File: config.mk
export PLATFORM = sky130hd
export DESIGN_NAME = cube_surface_tile_neighbours_flat
export DESIGN_NICKNAME = d
export VERILOG_FILES = /design/src/hdl/cstn_pkg.sv /design/src/hdl/cstn_chan_if.sv /design/src/hdl/cstn_select.sv /design/src/hdl/cstn_scale.sv /design/src/hdl/cstn_sum.sv /design/src/hdl/cube_surface_tile_neighbours.sv /design/src/flat_wrapper.sv
export SDC_FILE = /design/constraint.sdc
export NUM_CORES = 1
export LEC_CHECK = 0
export BUFFER_PORTS_ARGS = -buffer_cell sky130_fd_sc_hd__buf_4
export CAP_MARGIN = 10
export CORE_AREA = 5 5 42 44
export DETAILED_ROUTE_END_ITERATION = 6
export DIE_AREA = 0 0 47 49
export MAX_ROUTING_LAYER = met4
export PLACE_DENSITY = 0.43
export SLEW_MARGIN = 20
export SYNTH_ARGS = -nofsm -noshare
export SYNTH_HDL_FRONTEND = slang
export SYNTH_SLANG_ARGS = --single-unit
File: constraint.sdc
create_clock -name clock -period 2.4 [get_ports clock]
set_clock_uncertainty 0.1 [all_clocks]
set_input_delay 0.24 -clock clock [delete_from_list [all_inputs] [get_ports clock]]
set_output_delay 0.24 -clock clock [all_outputs]
set_load 0.05 [all_outputs]
File: src/hdl/cstn_pkg.sv
package cstn_pkg;

   // Geometry limits and field widths.
   localparam int MAX_GRID = 64;
   localparam int GRID_W   = 7;
   localparam int FACE_W   = 3;
   localparam int POS_W    = 6;
   localparam int ROW_W    = 6;
   localparam int COL_W    = 8;
   localparam int WIDE_W   = 9;
   localparam int NSQ_W    = 13;
   localparam int IDX_W    = 15;
   localparam int NB_COUNT = 4;

   localparam logic [GRID_W-1:0] GRID_RESET = 7'd8;

   // Face codes.
   localparam logic [FACE_W-1:0] FACE_LEFT   = 3'd0;
   localparam logic [FACE_W-1:0] FACE_FRONT  = 3'd1;
   localparam logic [FACE_W-1:0] FACE_RIGHT  = 3'd2;
   localparam logic [FACE_W-1:0] FACE_BACK   = 3'd3;
   localparam logic [FACE_W-1:0] FACE_TOP    = 3'd4;
   localparam logic [FACE_W-1:0] FACE_BOTTOM = 3'd5;

   // Neighbour slots.
   localparam int NB_LEFT   = 0;
   localparam int NB_TOP    = 1;
   localparam int NB_RIGHT  = 2;
   localparam int NB_BOTTOM = 3;

   // Storage region of a neighbour.
   typedef enum logic [1:0] {
      REG_BAND,
      REG_TOP,
      REG_BOT
   } region_type;

   typedef struct packed {
      logic [FACE_W-1:0] face_id;
      logic [POS_W-1:0]  col_l;
      logic [POS_W-1:0]  row_m;
   } req_type;

   typedef struct packed {
      logic [IDX_W-1:0] left_index;
      logic [IDX_W-1:0] top_index;
      logic [IDX_W-1:0] right_index;
      logic [IDX_W-1:0] bottom_index;
      logic             in_range;
   } rsp_type;

   typedef struct packed {
      logic [GRID_W-1:0] grid_size;
   } cfg_type;

   typedef struct packed {
      region_type       region;
      logic [ROW_W-1:0] row;
      logic [COL_W-1:0] col;
   } nbr_type;

   // Output of the select stage.
   typedef struct packed {
      nbr_type [NB_COUNT-1:0] nbr;
      logic [GRID_W-1:0]      grid;
      logic [NSQ_W-1:0]       nsq;
      logic                   in_range;
   } sel_type;

   // Output of the scale stage.
   typedef struct packed {
      logic [NB_COUNT-1:0][IDX_W-1:0] base;
      logic [NB_COUNT-1:0][IDX_W-1:0] prod;
      logic [NB_COUNT-1:0][COL_W-1:0] col;
      logic                           in_range;
   } scale_type;

   function automatic nbr_type mk_nbr(region_type region, logic [ROW_W-1:0] row,
                                      logic [COL_W-1:0] col);
      nbr_type n;
      n.region = region;
      n.row    = row;
      n.col    = col;
      return n;
   endfunction

endpackage

File: src/hdl/cstn_chan_if.sv
interface cstn_chan_if #(
   parameter type payload_type = logic
) ();
   logic        valid;
   logic        ready;
   payload_type payload;

   modport source (output valid, output payload, input ready);
   modport sink   (input valid, input payload, output ready);
endinterface

File: src/hdl/cstn_select.sv
module cstn_select (
   input  logic              clock,
   input  logic              reset,
   input  logic              in_valid,
   output logic              in_ready,
   input  cstn_pkg::req_type in_data,
   input  logic [cstn_pkg::GRID_W-1:0] grid,
   output logic              out_valid,
   input  logic              out_ready,
   output cstn_pkg::sel_type out_data
);

   logic                           valid_ff;
   cstn_pkg::sel_type              data_ff;
   cstn_pkg::sel_type              data_in;

   logic [cstn_pkg::FACE_W-1:0]    face;
   logic [cstn_pkg::POS_W-1:0]     l;
   logic [cstn_pkg::POS_W-1:0]     m;
   logic [cstn_pkg::ROW_W-1:0]     nm1;
   logic [cstn_pkg::ROW_W-1:0]     rowb;
   logic [cstn_pkg::ROW_W-1:0]     rowb_dec;
   logic [cstn_pkg::ROW_W-1:0]     rowb_inc;
   logic [cstn_pkg::ROW_W-1:0]     nl1;
   logic [cstn_pkg::ROW_W-1:0]     l_dec;
   logic [cstn_pkg::ROW_W-1:0]     l_inc;
   logic [cstn_pkg::WIDE_W-1:0]    n9;
   logic [cstn_pkg::WIDE_W-1:0]    w9;
   logic [cstn_pkg::WIDE_W-1:0]    colb9;
   logic [cstn_pkg::WIDE_W-1:0]    n_plus_l;
   logic [cstn_pkg::WIDE_W-1:0]    twon_plus_m;
   logic [cstn_pkg::WIDE_W-1:0]    fourn_m1_l;
   logic [cstn_pkg::WIDE_W-1:0]    threen_m1_m;
   logic [cstn_pkg::COL_W-1:0]     colb;
   logic [cstn_pkg::COL_W-1:0]     colb_left;
   logic [cstn_pkg::COL_W-1:0]     colb_right;
   logic [2*cstn_pkg::GRID_W-1:0]  nsq_full;
   logic                           grid_ok;

   // Position arithmetic shared by all neighbour cases.
   always_comb begin
      face        = in_data.face_id;
      l           = in_data.col_l;
      m           = in_data.row_m;
      nm1         = grid[cstn_pkg::ROW_W-1:0] - 6'd1;
      rowb        = nm1 - m;
      rowb_dec    = rowb - 6'd1;
      rowb_inc    = rowb + 6'd1;
      nl1         = nm1 - l;
      l_dec       = l - 6'd1;
      l_inc       = l + 6'd1;
      n9          = cstn_pkg::WIDE_W'(grid);
      w9          = n9 << 2;
      colb9       = cstn_pkg::WIDE_W'(face[1:0]) * n9 + cstn_pkg::WIDE_W'(l);
      n_plus_l    = n9 + cstn_pkg::WIDE_W'(l);
      twon_plus_m = (n9 << 1) + cstn_pkg::WIDE_W'(m);
      fourn_m1_l  = w9 - 9'd1 - cstn_pkg::WIDE_W'(l);
      threen_m1_m = (n9 << 1) + n9 - 9'd1 - cstn_pkg::WIDE_W'(m);
      colb        = colb9[cstn_pkg::COL_W-1:0];
      colb_left   = (colb9 == '0) ? 8'(w9 - 9'd1) : 8'(colb9 - 9'd1);
      colb_right  = (colb9 == w9 - 9'd1) ? '0 : 8'(colb9 + 9'd1);
      nsq_full    = (2*cstn_pkg::GRID_W)'(grid) * (2*cstn_pkg::GRID_W)'(grid);
      grid_ok     = (grid != '0) && (int'(grid) <= cstn_pkg::MAX_GRID);
   end

   // Neighbour selection: region, row and column of each of the four neighbours.
   always_comb begin
      data_in          = '0;
      data_in.grid     = grid;
      data_in.nsq      = nsq_full[cstn_pkg::NSQ_W-1:0];
      data_in.in_range = grid_ok && (face <= cstn_pkg::FACE_BOTTOM) &&
                         (cstn_pkg::GRID_W'(l) < grid) && (cstn_pkg::GRID_W'(m) < grid);
      case (face) inside
         [cstn_pkg::FACE_LEFT:cstn_pkg::FACE_BACK]: begin
            data_in.nbr[cstn_pkg::NB_LEFT]  = cstn_pkg::mk_nbr(cstn_pkg::REG_BAND, rowb,
                                                               colb_left);
            data_in.nbr[cstn_pkg::NB_RIGHT] = cstn_pkg::mk_nbr(cstn_pkg::REG_BAND, rowb,
                                                               colb_right);
            if (m != nm1) begin
               data_in.nbr[cstn_pkg::NB_TOP] = cstn_pkg::mk_nbr(cstn_pkg::REG_BAND,
                                                                rowb_dec, colb);
            end else begin
               case (face)
                  cstn_pkg::FACE_LEFT:
                     data_in.nbr[cstn_pkg::NB_TOP] = cstn_pkg::mk_nbr(cstn_pkg::REG_TOP,
                                                                      l, '0);
                  cstn_pkg::FACE_FRONT:
                     data_in.nbr[cstn_pkg::NB_TOP] = cstn_pkg::mk_nbr(cstn_pkg::REG_TOP,
                                                                      nm1, 8'(l));
                  cstn_pkg::FACE_RIGHT:
                     data_in.nbr[cstn_pkg::NB_TOP] = cstn_pkg::mk_nbr(cstn_pkg::REG_TOP,
                                                                      nl1, 8'(nm1));
                  default:
                     data_in.nbr[cstn_pkg::NB_TOP] = cstn_pkg::mk_nbr(cstn_pkg::REG_TOP,
                                                                      '0, 8'(nl1));
               endcase
            end
            if (m != '0) begin
               data_in.nbr[cstn_pkg::NB_BOTTOM] = cstn_pkg::mk_nbr(cstn_pkg::REG_BAND,
                                                                   rowb_inc, colb);
            end else begin
               case (face)
                  cstn_pkg::FACE_LEFT:
                     data_in.nbr[cstn_pkg::NB_BOTTOM] = cstn_pkg::mk_nbr(cstn_pkg::REG_BOT,
                                                                         nl1, '0);
                  cstn_pkg::FACE_FRONT:
                     data_in.nbr[cstn_pkg::NB_BOTTOM] = cstn_pkg::mk_nbr(cstn_pkg::REG_BOT,
                                                                         '0, 8'(l));
                  cstn_pkg::FACE_RIGHT:
                     data_in.nbr[cstn_pkg::NB_BOTTOM] = cstn_pkg::mk_nbr(cstn_pkg::REG_BOT,
                                                                         l, 8'(nm1));
                  default:
                     data_in.nbr[cstn_pkg::NB_BOTTOM] = cstn_pkg::mk_nbr(cstn_pkg::REG_BOT,
                                                                         nm1, 8'(nl1));
               endcase
            end
         end
         cstn_pkg::FACE_TOP: begin
            data_in.nbr[cstn_pkg::NB_LEFT] = (l == '0) ?
               cstn_pkg::mk_nbr(cstn_pkg::REG_BAND, '0, 8'(rowb)) :
               cstn_pkg::mk_nbr(cstn_pkg::REG_TOP, rowb, 8'(l_dec));
            data_in.nbr[cstn_pkg::NB_RIGHT] = (l == nm1) ?
               cstn_pkg::mk_nbr(cstn_pkg::REG_BAND, '0, 8'(twon_plus_m)) :
               cstn_pkg::mk_nbr(cstn_pkg::REG_TOP, rowb, 8'(l_inc));
            data_in.nbr[cstn_pkg::NB_BOTTOM] = (m == '0) ?
               cstn_pkg::mk_nbr(cstn_pkg::REG_BAND, '0, 8'(n_plus_l)) :
               cstn_pkg::mk_nbr(cstn_pkg::REG_TOP, rowb_inc, 8'(l));
            data_in.nbr[cstn_pkg::NB_TOP] = (m == nm1) ?
               cstn_pkg::mk_nbr(cstn_pkg::REG_BAND, '0, 8'(fourn_m1_l)) :
               cstn_pkg::mk_nbr(cstn_pkg::REG_TOP, rowb_dec, 8'(l));
         end
         cstn_pkg::FACE_BOTTOM: begin
            data_in.nbr[cstn_pkg::NB_LEFT] = (l == '0) ?
               cstn_pkg::mk_nbr(cstn_pkg::REG_BAND, nm1, 8'(m)) :
               cstn_pkg::mk_nbr(cstn_pkg::REG_BOT, rowb, 8'(l_dec));
            data_in.nbr[cstn_pkg::NB_RIGHT] = (l == nm1) ?
               cstn_pkg::mk_nbr(cstn_pkg::REG_BAND, nm1, 8'(threen_m1_m)) :
               cstn_pkg::mk_nbr(cstn_pkg::REG_BOT, rowb, 8'(l_inc));
            data_in.nbr[cstn_pkg::NB_BOTTOM] = (m == '0) ?
               cstn_pkg::mk_nbr(cstn_pkg::REG_BAND, nm1, 8'(fourn_m1_l)) :
               cstn_pkg::mk_nbr(cstn_pkg::REG_BOT, rowb_inc, 8'(l));
            data_in.nbr[cstn_pkg::NB_TOP] = (m == nm1) ?
               cstn_pkg::mk_nbr(cstn_pkg::REG_BAND, nm1, 8'(n_plus_l)) :
               cstn_pkg::mk_nbr(cstn_pkg::REG_BOT, rowb_dec, 8'(l));
         end
         default: begin
            data_in.in_range = 1'b0;
         end
      endcase
   end

   // Stage register; it loads whenever it is empty or its beat moves on.
   assign in_ready  = !valid_ff || out_ready;
   assign out_valid = valid_ff;
   assign out_data  = data_ff;

   always_ff @(posedge clock) begin
      if (reset) begin
         valid_ff <= 1'b0;
      end else if (in_ready) begin
         valid_ff <= in_valid;
      end
   end

   always_ff @(posedge clock) begin
      if (in_ready && in_valid) begin
         data_ff <= data_in;
      end
   end

endmodule

File: src/hdl/cstn_scale.sv
module cstn_scale (
   input  logic                clock,
   input  logic                reset,
   input  logic                in_valid,
   output logic                in_ready,
   input  cstn_pkg::sel_type   in_data,
   output logic                out_valid,
   input  logic                out_ready,
   output cstn_pkg::scale_type out_data
);

   logic                          valid_ff;
   cstn_pkg::scale_type           data_ff;
   cstn_pkg::scale_type           data_in;
   logic [cstn_pkg::WIDE_W-1:0]   n9;
   logic [cstn_pkg::WIDE_W-1:0]   w9;
   logic [cstn_pkg::IDX_W-1:0]    nsq4;
   logic [cstn_pkg::IDX_W-1:0]    nsq5;
   logic [cstn_pkg::WIDE_W-1:0]   stride [cstn_pkg::NB_COUNT];

   // Row times row pitch, and the base of the storage region, per neighbour.
   always_comb begin
      n9               = cstn_pkg::WIDE_W'(in_data.grid);
      w9               = n9 << 2;
      nsq4             = cstn_pkg::IDX_W'(in_data.nsq) << 2;
      nsq5             = nsq4 + cstn_pkg::IDX_W'(in_data.nsq);
      data_in          = '0;
      data_in.in_range = in_data.in_range;
      for (int k = 0; k < cstn_pkg::NB_COUNT; k++) begin
         stride[k] = (in_data.nbr[k].region == cstn_pkg::REG_BAND) ? w9 : n9;
         data_in.prod[k] = cstn_pkg::IDX_W'(in_data.nbr[k].row) *
                           cstn_pkg::IDX_W'(stride[k]);
         data_in.col[k]  = in_data.nbr[k].col;
         unique case (in_data.nbr[k].region)
            cstn_pkg::REG_BAND: data_in.base[k] = '0;
            cstn_pkg::REG_TOP:  data_in.base[k] = nsq4;
            cstn_pkg::REG_BOT:  data_in.base[k] = nsq5;
            default:            data_in.base[k] = '0;
         endcase
      end
   end

   // Stage register.
   assign in_ready  = !valid_ff || out_ready;
   assign out_valid = valid_ff;
   assign out_data  = data_ff;

   always_ff @(posedge clock) begin
      if (reset) begin
         valid_ff <= 1'b0;
      end else if (in_ready) begin
         valid_ff <= in_valid;
      end
   end

   always_ff @(posedge clock) begin
      if (in_ready && in_valid) begin
         data_ff <= data_in;
      end
   end

endmodule

File: src/hdl/cstn_sum.sv
module cstn_sum (
   input  logic                clock,
   input  logic                reset,
   input  logic                in_valid,
   output logic                in_ready,
   input  cstn_pkg::scale_type in_data,
   output logic                out_valid,
   input  logic                out_ready,
   output cstn_pkg::rsp_type   out_data
);

   logic                        valid_ff;
   cstn_pkg::rsp_type           data_ff;
   cstn_pkg::rsp_type           data_in;
   logic [cstn_pkg::IDX_W-1:0]  idx [cstn_pkg::NB_COUNT];

   // Final index: region base plus row offset plus column; zero when out of range.
   always_comb begin
      for (int k = 0; k < cstn_pkg::NB_COUNT; k++) begin
         idx[k] = in_data.in_range ?
                  in_data.base[k] + in_data.prod[k] + cstn_pkg::IDX_W'(in_data.col[k]) : '0;
      end
      data_in.left_index   = idx[cstn_pkg::NB_LEFT];
      data_in.top_index    = idx[cstn_pkg::NB_TOP];
      data_in.right_index  = idx[cstn_pkg::NB_RIGHT];
      data_in.bottom_index = idx[cstn_pkg::NB_BOTTOM];
      data_in.in_range     = in_data.in_range;
   end

   // Output register; holds the beat until the consumer takes it.
   assign in_ready  = !valid_ff || out_ready;
   assign out_valid = valid_ff;
   assign out_data  = data_ff;

   always_ff @(posedge clock) begin
      if (reset) begin
         valid_ff <= 1'b0;
      end else if (in_ready) begin
         valid_ff <= in_valid;
      end
   end

   always_ff @(posedge clock) begin
      if (in_ready && in_valid) begin
         data_ff <= data_in;
      end
   end

endmodule

File: src/hdl/cube_surface_tile_neighbours.sv
// Cube surface tile neighbour indexer. Each request beat names a tile by face, column
// and row; the response beat gives the storage indices of its left, top, right and
// bottom neighbours (side band of 4N columns, then top cap, then bottom cap) and an
// in_range flag, with all indices zero when the tile, face or grid size is invalid.
// The block takes one beat per cycle unless the response side stalls, and answers in
// order; each request passes the three register stages (neighbour select, row-pitch
// multiply, final add) before its response appears.
// Write grid_size on the csr channel only while no beats are in flight.
module cube_surface_tile_neighbours (
   input  logic        clock,
   input  logic        reset,
   cstn_chan_if.sink   req_bus,
   cstn_chan_if.source rsp_bus,
   cstn_chan_if.sink   csr_bus
);

   logic [cstn_pkg::GRID_W-1:0] grid_ff;
   logic                        sel_valid;
   logic                        sel_ready;
   cstn_pkg::sel_type           sel_data;
   logic                        scl_valid;
   logic                        scl_ready;
   cstn_pkg::scale_type         scl_data;
   cstn_pkg::req_type           req_data;
   cstn_pkg::cfg_type           csr_data;
   cstn_pkg::rsp_type           rsp_data;

   // Grid size register; writes are always taken.
   assign csr_bus.ready = 1'b1;
   assign csr_data      = csr_bus.payload;

   always_ff @(posedge clock) begin
      if (reset) begin
         grid_ff <= cstn_pkg::GRID_RESET;
      end else if (csr_bus.valid) begin
         grid_ff <= csr_data.grid_size;
      end
   end

   assign req_data        = req_bus.payload;
   assign rsp_bus.payload = rsp_data;

   cstn_select u_select (
      .clock     (clock),
      .reset     (reset),
      .in_valid  (req_bus.valid),
      .in_ready  (req_bus.ready),
      .in_data   (req_data),
      .grid      (grid_ff),
      .out_valid (sel_valid),
      .out_ready (sel_ready),
      .out_data  (sel_data)
   );

   cstn_scale u_scale (
      .clock     (clock),
      .reset     (reset),
      .in_valid  (sel_valid),
      .in_ready  (sel_ready),
      .in_data   (sel_data),
      .out_valid (scl_valid),
      .out_ready (scl_ready),
      .out_data  (scl_data)
   );

   cstn_sum u_sum (
      .clock     (clock),
      .reset     (reset),
      .in_valid  (scl_valid),
      .in_ready  (scl_ready),
      .in_data   (scl_data),
      .out_valid (rsp_bus.valid),
      .out_ready (rsp_bus.ready),
      .out_data  (rsp_data)
   );

endmodule

File: src/flat_wrapper.sv
// flat-port wrapper written by rule: the top's interface ports become plain ports
module cube_surface_tile_neighbours_flat 
  (clock, reset, req_bus_valid, req_bus_payload, req_bus_ready, rsp_bus_valid, rsp_bus_payload, rsp_bus_ready, csr_bus_valid, csr_bus_payload, csr_bus_ready);
  cstn_chan_if req_bus_i ();
  cstn_chan_if rsp_bus_i ();
  cstn_chan_if csr_bus_i ();
  input  logic clock;
  input  logic reset;
  input wire logic [$bits(req_bus_i.valid)-1:0] req_bus_valid;
  input wire logic [$bits(req_bus_i.payload)-1:0] req_bus_payload;
  output wire logic [$bits(req_bus_i.ready)-1:0] req_bus_ready;
  output wire logic [$bits(rsp_bus_i.valid)-1:0] rsp_bus_valid;
  output wire logic [$bits(rsp_bus_i.payload)-1:0] rsp_bus_payload;
  input wire logic [$bits(rsp_bus_i.ready)-1:0] rsp_bus_ready;
  input wire logic [$bits(csr_bus_i.valid)-1:0] csr_bus_valid;
  input wire logic [$bits(csr_bus_i.payload)-1:0] csr_bus_payload;
  output wire logic [$bits(csr_bus_i.ready)-1:0] csr_bus_ready;
  assign req_bus_i.valid = req_bus_valid;
  assign req_bus_i.payload = req_bus_payload;
  assign req_bus_ready = req_bus_i.ready;
  assign rsp_bus_valid = rsp_bus_i.valid;
  assign rsp_bus_payload = rsp_bus_i.payload;
  assign rsp_bus_i.ready = rsp_bus_ready;
  assign csr_bus_i.valid = csr_bus_valid;
  assign csr_bus_i.payload = csr_bus_payload;
  assign csr_bus_ready = csr_bus_i.ready;
  cube_surface_tile_neighbours u_core (.clock(clock), .reset(reset), .req_bus(req_bus_i), .rsp_bus(rsp_bus_i), .csr_bus(csr_bus_i));
endmodule
==> impl_results.md, run 1 <==
* Leading area contributor after synthesis: dfxtp_1
* Clk buf depth at 2
* Congestion Overflow GR at 0
* DR vias at 219
* Largest net degree at the start of global routing at 6
* WL per Instance at 9.07 um
* Ports at 11
* CP endpoint kind: output port
* Initial core utilization at 0.223
* Clock power frac at 0.377
* First-pass GRT wire length at approximately 930 um
* Clk Latency, worst-skew pair at 0.25 ns
* CTS tree: done
* CTS Sinks at 8
* Worst r2r src: u_core.u_scale.out_valid
* Post-route ant nets at 0
* HPWL Detailed at 444 um
* Cells after DPL at 52
* Total wire length at between 500 and 600 um
* Crit Path Max Fanout at 4
* Synth-to-Final Area Change at 34.0%
* Count of final max-slew check failures at 0
* Status: complete, no violations
* ANT cells at 0
* Commonest cells after routing, fill and taps aside: buf_4 (9), inv_1 (5), dfxtp_1 (5)
* CTS buffer count at 3
* Crit path max-delay family: flip-flops
* Part of the power in registers at 0.527
* Worst r2r dst: u_core.u_select.out_data[0]
* Syn Nets at 35
* Layout cells sized above 1 at 0.350
* Mapped Area at between 300 and 400 um^2
* Synth Area per Inst at 11.2 um^2
* Postcts setup bufs at 0
* Core outline area at 0.00140 mm^2
* Nets@finish at 48
* Internal at 0.225 mW
* # setup viols final at 0
* Die ar. at 0.00230 mm^2
* CTS HTree Levels at 1
* Buffers on Ports at 9
* Final GP Congestion at 0.715
* Initial DRT Pass Iterations at 1
* CP required at 2.06 ns
* Vias in the first global route at 230
* Fmax at around 0.76 GHz
* RSZ-0062 raised after global routing: false
* Die height at between 40 and 50 um
* # DRC at 0
* Die width at 47 um
* Seq/Total Area, Yosys at 0.608
* Yosys top cell area share at 0.320
* Min cycle time layout at 1.32 ns
* FP Rows at 14
* CP max stage cell: dfxtp_1
* CP max stage delay at ~0.38 ns
* DR vias/cell at 3.91
* FILL cells at roughly 170
* Hold WC Path Type: in2reg
* DRT iter0 DRCs at 0
* R2R Setup Slk at 1.37 ns
* Bufs and invs on worst path at 1
* Reg2reg path depth at 2
* Hold worst-path end: u_core.grid_ff[0]
* Yosys Warn Count at 0
* Worst setup SP type: register
* Most common cell after layout, fill and taps aside: buf_4
* Data arrival, critical path at 0.98 ns
* Post-route insts no fill at 56
* Switching Fraction at 0.219
* VDD IR max at 0.303 mV
* Switch Pwr at 0.0632 mW
* Total Routing Usage GR at 0.0596
* Leakage at around 0.2 nW
* Synthesized flop and latch total at 8
* Multi-input combinational cell area at 96.3 um^2
* Synth top area cells: dfxtp_1 (32%), edfxtp_1 (29%), inv_1 (6.0%)
* Worst hold path depth at 2
* Clock transition at the registers of the reported paths at ~0.060 ns
* TNS Setup at 0 ns
* Cell count after synthesis at 28
* Critical Path, Cell by Cell: nand4b_2, buf_4
* CTS Hold Buffers Added at 0
* Combinational share of power at 0.096
* Setup CP Type: reg2out
* Post-route clock period utilization at 0.549
* Clk root buf: clkbuf_4
* PostCTS Resize Cnt at 0
* Worst Hold Launch: reset
* Register area at between 150 and 200 um^2
* Final Hold Viols at 0
* Max-cap viol count at 0
* PwrDens at 688 mW/mm^2
* Antenna violations before repair at 0
* Synth unique cells at 14
==> metal layers <==
| metal | up-vias | global-route usage | wire length (um) |
|---|---|---|---|
| li1 | 111 | - | - |
| met1 | 102 | 0.0673 | 195 |
| met2 | 6 | 0.0837 | 277 |
| met3 | 0 | 0.0332 | 35 |
| met4 | 0 | 0.0276 | 0 |
| met5 | - | - | 0 |
==> sequential cells by signal, indices dropped and copies added, names as in the netlist <==
name	flops
u_core.grid_ff	2
u_core.u_select.out_valid	1
u_core.u_sum.out_valid	1
u_core.u_scale.out_valid	1
u_core.u_select.out_data	1
u_core.u_scale.out_data	1
u_core.u_sum.out_data	1
==> stage by stage <==
step | instance area [um^2] | total power [mW] | setup slack, ns | util | hold WS [ns]
3_5_place_dp | 393 | 0.183 | 1.28 | 0.280 | 0.314
2_1_floorplan | 313 | 0.171 | 0.590 | - | 0.209
5_1_grt | 419 | 0.312 | 1.01 | 0.299 | 0.0702
6_report | 419 | 0.288 | 1.08 | 0.299 | 0.0850
3_3_place_gp | 393 | 0.182 | 1.29 | 0.280 | 0.316
4_1_cts | 419 | 0.293 | 1.07 | 0.299 | 0.0837
==> how the worst max path moves through the flow <==
stage | cells after the start | endpoint | startpoint
2_1_floorplan | 2 | u_core.u_select.out_data[0] | u_core.u_sum.out_valid
3_3_place_gp | 3 | req_bus_ready | rsp_bus_ready
6_report | 2 | req_bus_ready | u_core.u_scale.out_valid
4_1_cts | 2 | req_bus_ready | u_core.u_scale.out_valid
5_1_grt | 2 | req_bus_ready | u_core.u_scale.out_valid
3_5_place_dp | 3 | req_bus_ready | rsp_bus_ready
==> cell usage after synthesis <==
cell type and n:
buf_4 1, a21oi_1 3, nand2b_1 1, edfxtp_1 3, nand3b_1 1, nand4b_2 1
mux2i_1 1, dfxtp_1 5, nor2_1 1, inv_1 5, and2_2 1, conb_1 1
a21o_1 2, and2_1 2
==> layout make-up <==
class,count,share of cell area
multi-input combinational,14,0.230
timing repair buffer,9,0.161
sequential,8,0.454
tap,16,0.0478
inverter,5,0.0448
clock buffer,4,0.0627
==> power by group through the flow <==
stage | Sequential [mW] | Combinational (mW) | Clock, mW
final | 0.152 | 0.0278 | 0.109
after global routing | 0.152 | 0.0308 | 0.129
after CTS | 0.152 | 0.0283 | 0.113
after detailed placement | 0.155 | 0.0283 | 0
after global placement | 0.154 | 0.0277 | 0
after floorplan | 0.158 | 0.0134 | 0
==> cell families after synthesis <==
logic type | after synthesis | synth area share
flops | 8 | 0.608
other cells | 1 | 0.0120
compound gates | 5 | 0.0960
buf+inv | 6 | 0.0840
mux | 1 | 0.0320
simple gates | 7 | 0.168
Power figures use the tool's default switching activity.
==> run 2: changes to the inputs <==
PLACE_DENSITY = 0.44   (was 0.43)
clock period = 1.05 ns   (was 2.4 ns; I/O delays follow)
==> run 2 against run 1 <==
The run now ends with setup timing left. Critical endpoint unchanged. Non-clock buffer count grew 3. Cell area grew 15%. Final cell count grew 5.4%. Largest cell class unchanged. Core utilization grew 4.5 points. Sequential cell count is the same. Critical path depth is the same. Power grew 130%. Via count grew 6.8%. Wire length grew 9.4%.
==> impl_results.md, run 2 (synthesis results as in run 1) <==
* Hold WC Path Type: in2reg (unchanged)
* Post-route clock period utilization at 1.05
* Post-route ant nets at 0 (unchanged)
* WL per Instance at 9.42 um (was 9.07 um)
* Largest register by flop count: u_core.grid_ff (unchanged)
* Die ar. at 0.00230 mm^2 (unchanged)
* DR vias/cell at 3.97 (was 3.91)
* Worst setup SP type: register (unchanged)
* Buffers on Ports at 9 (unchanged)
* Total wire length at 556 um (was 508 um)
* Initial DRT Pass Iterations at 4 (was 1)
* Clock transition at the registers of the reported paths at 0.06 ns (about the same)
* Largest net degree at the start of global routing at 6 (unchanged)
* Final GP Congestion at 0.633 (was 0.715)
* Fmax at 0.907 GHz
* R2R Setup Slk at -0.03 ns (was 1.37 ns)
* Min cycle time layout at 1.10 ns
* Die width at 47 um (unchanged)
* Ports at 11 (unchanged)
* Antenna violations before repair at 0 (unchanged)
* RSZ-0062 raised after global routing: true (was false)
* Data arrival, critical path at 0.90 ns (was 0.98 ns)
* Vias in the first global route at 253 (was 230)
* Cells after DPL at 52 (unchanged)
* Critical Path, Cell by Cell: nand4b_4, buf_8 (was nand4b_2, buf_4)
* Congestion Overflow GR at 0 (unchanged)
* Crit path to: req_bus_ready (unchanged)
* Register area at 201 um^2 (was 190 um^2)
* First-pass GRT wire length at 1010 um (was 931 um)
* Reg2reg path depth at 3 (was 2)
* Most common cell after layout, fill and taps aside: buf_4 (unchanged)
* Setup CP Type: reg2out (unchanged)
* Die height at 49 um (unchanged)
* TNS Setup at -0.0834 ns (was 0 ns)
* Multi-input combinational cell area at 109 um^2 (was 96.3 um^2)
* CTS buffer count at 3 (unchanged)
* FILL cells at 151 (was 167)
* Clk buf depth at 2 (unchanged)
* Final hold slack at 0.00763 ns (was 0.0850 ns)
* Setup slack after layout at -0.0523 ns (was 1.08 ns)
* ANT cells at 0 (unchanged)
* Core outline area at 0.00140 mm^2 (unchanged)
* CP endpoint kind: output port (unchanged)
* Synth-to-Final Area Change at 54.0% (was 34.0%)
* CTS tree: done (unchanged)
* Violations in the final reports: setup timing
* # setup viols final at 2 (was 0)
* Leakage at 0.232 nW (was 0.200 nW)
* Clk root buf: clkbuf_4 (unchanged)
* Critical Path Start: u_core.u_scale.out_valid (unchanged)
* CTS Sinks at 8 (unchanged)
* Largest register FFs at 2 (unchanged)
* Max-cap viol count at 0 (unchanged)
* Worst r2r dst: u_core.u_select.out_data[0] (unchanged)
* FP Rows at 14 (unchanged)
* Initial core utilization at 0.223 (unchanged)
* Post-route insts no fill at 59 (was 56)
* CTS HTree Levels at 1 (unchanged)
* Worst r2r src: u_core.u_scale.out_valid (unchanged)
* Crit Path Max Fanout at 4 (unchanged)
* Clk Latency, worst-skew pair at 0.25 ns (about the same)
* CP max stage delay at 0.37 ns (was 0.38 ns)
* Commonest cells after routing, fill and taps aside: buf_4 (8), inv_1 (5) (was buf_4 (9), inv_1 (5), dfxtp_1 (5))
* Layout cells sized above 1 at 0.442 (was 0.350)
* CP max stage cell: dfxtp_4 (was dfxtp_1)
* CP required at 0.84 ns (was 2.06 ns)
* Total Routing Usage GR at 0.0647 (was 0.0596)
* DRT iter0 DRCs at 3 (was 0)
* Count of final max-slew check failures at 0 (unchanged)
* DR vias at 234 (was 219)
* Status: finished with violations (was complete, no violations)
* # DRC at 0 (unchanged)
* Final Hold Viols at 0 (unchanged)
* VDD IR max at 0.652 mV (was 0.303 mV)
* Nets@finish at 51 (was 48)
* PwrDens at 1390 mW/mm^2 (was 688 mW/mm^2)
[run 2: cell count changes in the layout (fill, tap and decap cells not counted), moves of 2 or more]
| cell | previous run | this run |
|---|---|---|
| dfxtp_4 | 0 | 3 |
| dfxtp_1 | 5 | 2 |
| dlygate4sd3_1 | 0 | 2 |
| and2_4 | 0 | 2 |
[run 2: power by group]
group / switching, mW / internal, mW / leakage (nW) / total (mW)
sequential: 0.0108 / 0.335 / 0.0709 / 0.346
clock: 0.104 / 0.145 / 0.0150 / 0.250
combinational: 0.0348 / 0.0401 / 0.146 / 0.0749
[run 2: stage by stage]
stage          cell area (um^2)   util  worst slack, ns  total power [mW]
4_1_cts                     464  0.331          -0.0694             0.684
3_5_place_dp                409  0.292           0.0213             0.423
3_3_place_gp                409  0.292           0.0389             0.421
2_1_floorplan               329      -           -0.214             0.396
5_1_grt                     482  0.344          -0.0916             0.717
6_report                    482  0.344          -0.0523             0.670
[run 2: routing by layer]
layer | vias up | part of all wire | global-route usage
met5 | - | 0 | -
met4 | 0 | 0.0090 | 0.0415
met3 | 2 | 0.076 | 0.0332
met2 | 6 | 0.53 | 0.0995
met1 | 107 | 0.38 | 0.0605
li1 | 119 | - | -
[run 2: how the worst min path moves through the flow]
stage	startpoint	end	slack [ns]	cells after the start
2_1_floorplan	reset	u_core.u_sum.out_valid	0.06	1
3_3_place_gp	reset	u_core.u_sum.out_valid	0.20	2
3_5_place_dp	reset	u_core.u_sum.out_valid	0.20	2
4_1_cts	csr_bus_payload	u_core.grid_ff[0]	0.004	3
5_1_grt	csr_bus_payload	u_core.grid_ff[0]	0.04	3
6_report	csr_bus_payload	u_core.grid_ff[0]	0.008	3
[run 2: repair_timing]
action / 4_1_cts / 5_1_grt
hold endpoints to repair: 5 / 0
pin swaps: 0 / 1
hold buffers: 2 / 0
resized for setup: 4 / 3
setup buffers: 0 / 1
setup endpoints to repair: 1 / 1
[run 2: worst max-delay path: cells and delay by family, from the launching register on]
kind | cells | cell delay [ns]
DFF | 1 | 0.37
buffers and inverters | 1 | 0.16
and+or+nand+nor | 1 | 0.12
[run 2: layout make-up]
class | instances | share of cell area
Sequential cell | 8 | 0.418
Multi-Input combinational cell | 14 | 0.226
Clock buffer | 4 | 0.0545
Tap cell | 16 | 0.0416
Inverter | 5 | 0.0390
Timing Repair Buffer | 12 | 0.221
==> run 3: changes to the inputs <==
CORE_AREA = not set   (was 5 5 42 44)
CORE_MARGIN = 5   (was not set)
CORE_UTILIZATION = 51   (was not set)
DIE_AREA = not set   (was 0 0 47 49)
PLACE_DENSITY = 0.68   (was 0.44)
SYNTH_HIERARCHICAL = 1   (was not set)
==> run 3 against run 2 <==
The run still ends with setup timing left. Area after synthesis increased by 110%. Fmax down 34%. Sequential share of layout area shrank 20 points. Power grew 21%. Critical path depth is 6 higher. Sequential power increased by 1%. Die area fell by 9.1%. Largest power group unchanged.
==> impl_results.md, run 3 <==
* CP max stage delay at 0.37 ns (about the same)
* Setup CP Type: reg2reg (was reg2out)
* Max-cap viol count at 0 (unchanged)
* Count of final max-slew check failures at 0 (unchanged)
* DRT iter0 DRCs at 6 (was 3)
* Largest net degree at the start of global routing at 6 (unchanged)
* Yosys Warn Count at 6 (was 0)
* CP required at 1.02 ns (was 0.84 ns)
* CTS buffer count at 3 (unchanged)
* Final core occ at 0.794 (was 0.344)
* Layout cells sized above 1 at 0.287 (was 0.442)
* FILL cells at 84 (was 151)
* Switch Pwr at 0.230 mW (was 0.150 mW)
* Initial core utilization at 0.564 (was 0.223)
* Crit path max-delay family: compound AO/OA/AOI/OAI gates (was flip-flops)
* VDD IR max at 0.746 mV (was 0.652 mV)
* Data arrival, critical path at 1.63 ns (was 0.90 ns)
* CTS HTree Levels at 1 (unchanged)
* Largest register by flop count: u_core/grid_ff (was u_core.grid_ff)
* Congestion Overflow GR at 0 (unchanged)
* Synth Area per Inst at 8.36 um^2 (was 11.2 um^2)
* Violations in the final reports: setup timing (unchanged)
* Die width at 45.8 um (was 47 um)
* Die height at 45.8 um (was 49 um)
* M2 GR Usage at 0.231 (was 0.0995)
* Mapped Area at 652 um^2 (was 313 um^2)
* # setup viols final at 4 (was 2)
* Vias in the first global route at 510 (was 253)
* Nets@finish at 129 (was 51)
* DR vias at 515 (was 234)
* Worst setup SP type: register (unchanged)
* Post-route clock period utilization at 1.58 (was 1.05)
* Commonest cells after routing, fill and taps aside: conb_1 (22), inv_1 (13), ha_1 (12) (was buf_4 (8), inv_1 (5))
* Cell mode on critical path: o21a_1
* Post-route ant nets at 0 (unchanged)
* Clk root buf: clkbuf_4 (unchanged)
* Dpl cell area at 827 um^2 (was 409 um^2)
* Cell count after synthesis at 78 (was 28)
* TNS Setup at -1.09 ns (was -0.0834 ns)
* Antenna violations before repair at 0 (unchanged)
* Ports at 11 (unchanged)
* Hold WC Path Type: in2reg (unchanged)
* ANT cells at 0 (unchanged)
* Final GP Congestion at 0.698 (was 0.633)
* Bufs and invs on worst path at 0 (was 1)
* Initial DRT Pass Iterations at 4 (unchanged)
* Die ar. at 0.00209 mm^2 (was 0.00230 mm^2)
* First-pass GRT wire length at 1880 um (was 1010 um)
* Largest register FFs at 2 (unchanged)
* CP endpoint kind: register (was output port)
* PwrDens at 882 mW/mm^2 (was 1390 mW/mm^2)
* Fmax at 0.602 GHz (was 0.907 GHz)
* Total wire length at 1140 um (was 556 um)
* Final hold slack at 0.00733 ns (was 0.00763 ns)
* Crit Path Max Fanout at 4 (unchanged)
* FP Rows at 12 (was 14)
* Synth-to-Final Area Change at 40.9% (was 54.0%)
* Final Hold Viols at 0 (unchanged)
* Core outline area at 0.00116 mm^2 (was 0.00140 mm^2)
* Clk Latency, worst-skew pair at 0.26 ns (was 0.25 ns)
* CP max stage cell: dfxtp_4 (unchanged)
* Internal at 0.580 mW (was 0.520 mW)
* RSZ-0062 raised after global routing: true (unchanged)
* Clock transition at the registers of the reported paths at 0.06 ns (about the same)
* Clk buf depth at 2 (unchanged)
* Min cycle time layout at 1.66 ns (was 1.10 ns)
* Clock power frac at 0.333 (was 0.373)
* Most common cell after layout, fill and taps aside: conb_1 (was buf_4)
* # DRC at 0 (unchanged)
* DR vias/cell at 4.22 (was 3.97)
* CTS tree: done (unchanged)
* Switching Fraction at 0.284 (was 0.224)
* Final instance area at 918 um^2 (was 482 um^2)
* DP Worst Slack at -0.578 ns (was 0.0213 ns)
* Busiest grt layer: met2 (unchanged)
* Setup slack after layout at -0.612 ns (was -0.0523 ns)
* Combinational share of power at 0.236 (was 0.112)
* M1 GR Usage at 0.128 (was 0.0605)
* Critical Path, Cell by Cell: ha_4, nor2b_2, o21a_1, o21a_1, o21a_1, o21ai_1, o2111ai_1, o31ai_1 (was nand4b_4, buf_8)
* CTS Sinks at 8 (unchanged)
* Part of the power in registers at 0.431 (was 0.516)
* HPWL Detailed at 866 um
* Buffers on Ports at 9 (unchanged)
* Leakage at 0.464 nW (was 0.232 nW)
* WL per Instance at 9.34 um (was 9.42 um)
* GR Util met3 at 0.0751 (was 0.0332)
* Total Routing Usage GR at 0.134 (was 0.0647)
* Status: finished with violations (unchanged)
## run 3: cell types whose count changed in the layout (fill, tap and decap cells not counted), moves of 3 or more
cell	delta
buf_4	+3
conb_1	+21
ha_1	+12
inv_1	+8
nand2b_4	+3
o21a_1	+4
## run 3: worst register-to-register path: stages, from the launching register on
cell,delay (ns)
dfxtp_4,0.37
ha_4,0.12
nor2b_2,0.03
o21a_1,0.16
o21a_1,0.16
o21a_1,0.16
o21ai_1,0.13
o2111ai_1,0.13
o31ai_1,0.11
## run 3: power groups by stage
stage	registers (mW)	clock network (mW)	logic [mW]
after floorplan	0.365	0	0.131
after global placement	0.356	0	0.164
after detailed placement	0.357	0	0.167
after CTS	0.350	0.276	0.177
after global routing	0.352	0.304	0.224
final	0.350	0.270	0.191
## run 3: timing repair
item / CTS / global route
buffers inserted: 2 / 2
gates cloned: 0 / 0
pin swaps: 2 / 3
hold endpoints to repair: 5 / 0
hold buffers: 2 / 0
gates resized for setup: 4 / 7
setup endpoints to repair: 4 / 7
## run 3: metrics by stage
stage / total power, mW / std cells
final: 0.810 / 122
after global routing: 0.879 / 122
after CTS: 0.803 / 122
after detailed placement: 0.523 / 115
after global placement: 0.520 / 115
after floorplan: 0.496 / 98
## run 3: layout make-up
type / count / area [um^2] / area share
repair buffers: 16 / 140 / 0.153
inverters: 16 / 60.1 / 0.0654
flip-flops and latches: 8 / 198 / 0.215
multi-input cells: 64 / 477 / 0.519
clock buffers: 4 / 26.3 / 0.0286
well taps: 14 / 17.5 / 0.0191
## run 3: path summary, 6_finish.rpt
check | to | start | cells past startpoint | slack (ns)
worst max-delay path | u_core/u_select/out_data[0] | u_core/grid_ff[0] | 8 | -0.61
worst max register to register | u_core/u_select/out_data[0] | u_core/grid_ff[0] | 8 | -0.61
worst min register to register | u_core/u_sum/out_data[0] | u_core/u_scale/out_data[0] | 0 | 0.33
worst min-delay path | u_core/grid_ff[0] | csr_bus_valid | 3 | 0.007
## run 3: routing by layer
metal	vias to the layer above	wire length (um)
met5	-	0
li1	283	-
met4	0	0
met2	12	565
met1	220	490
met3	0	85
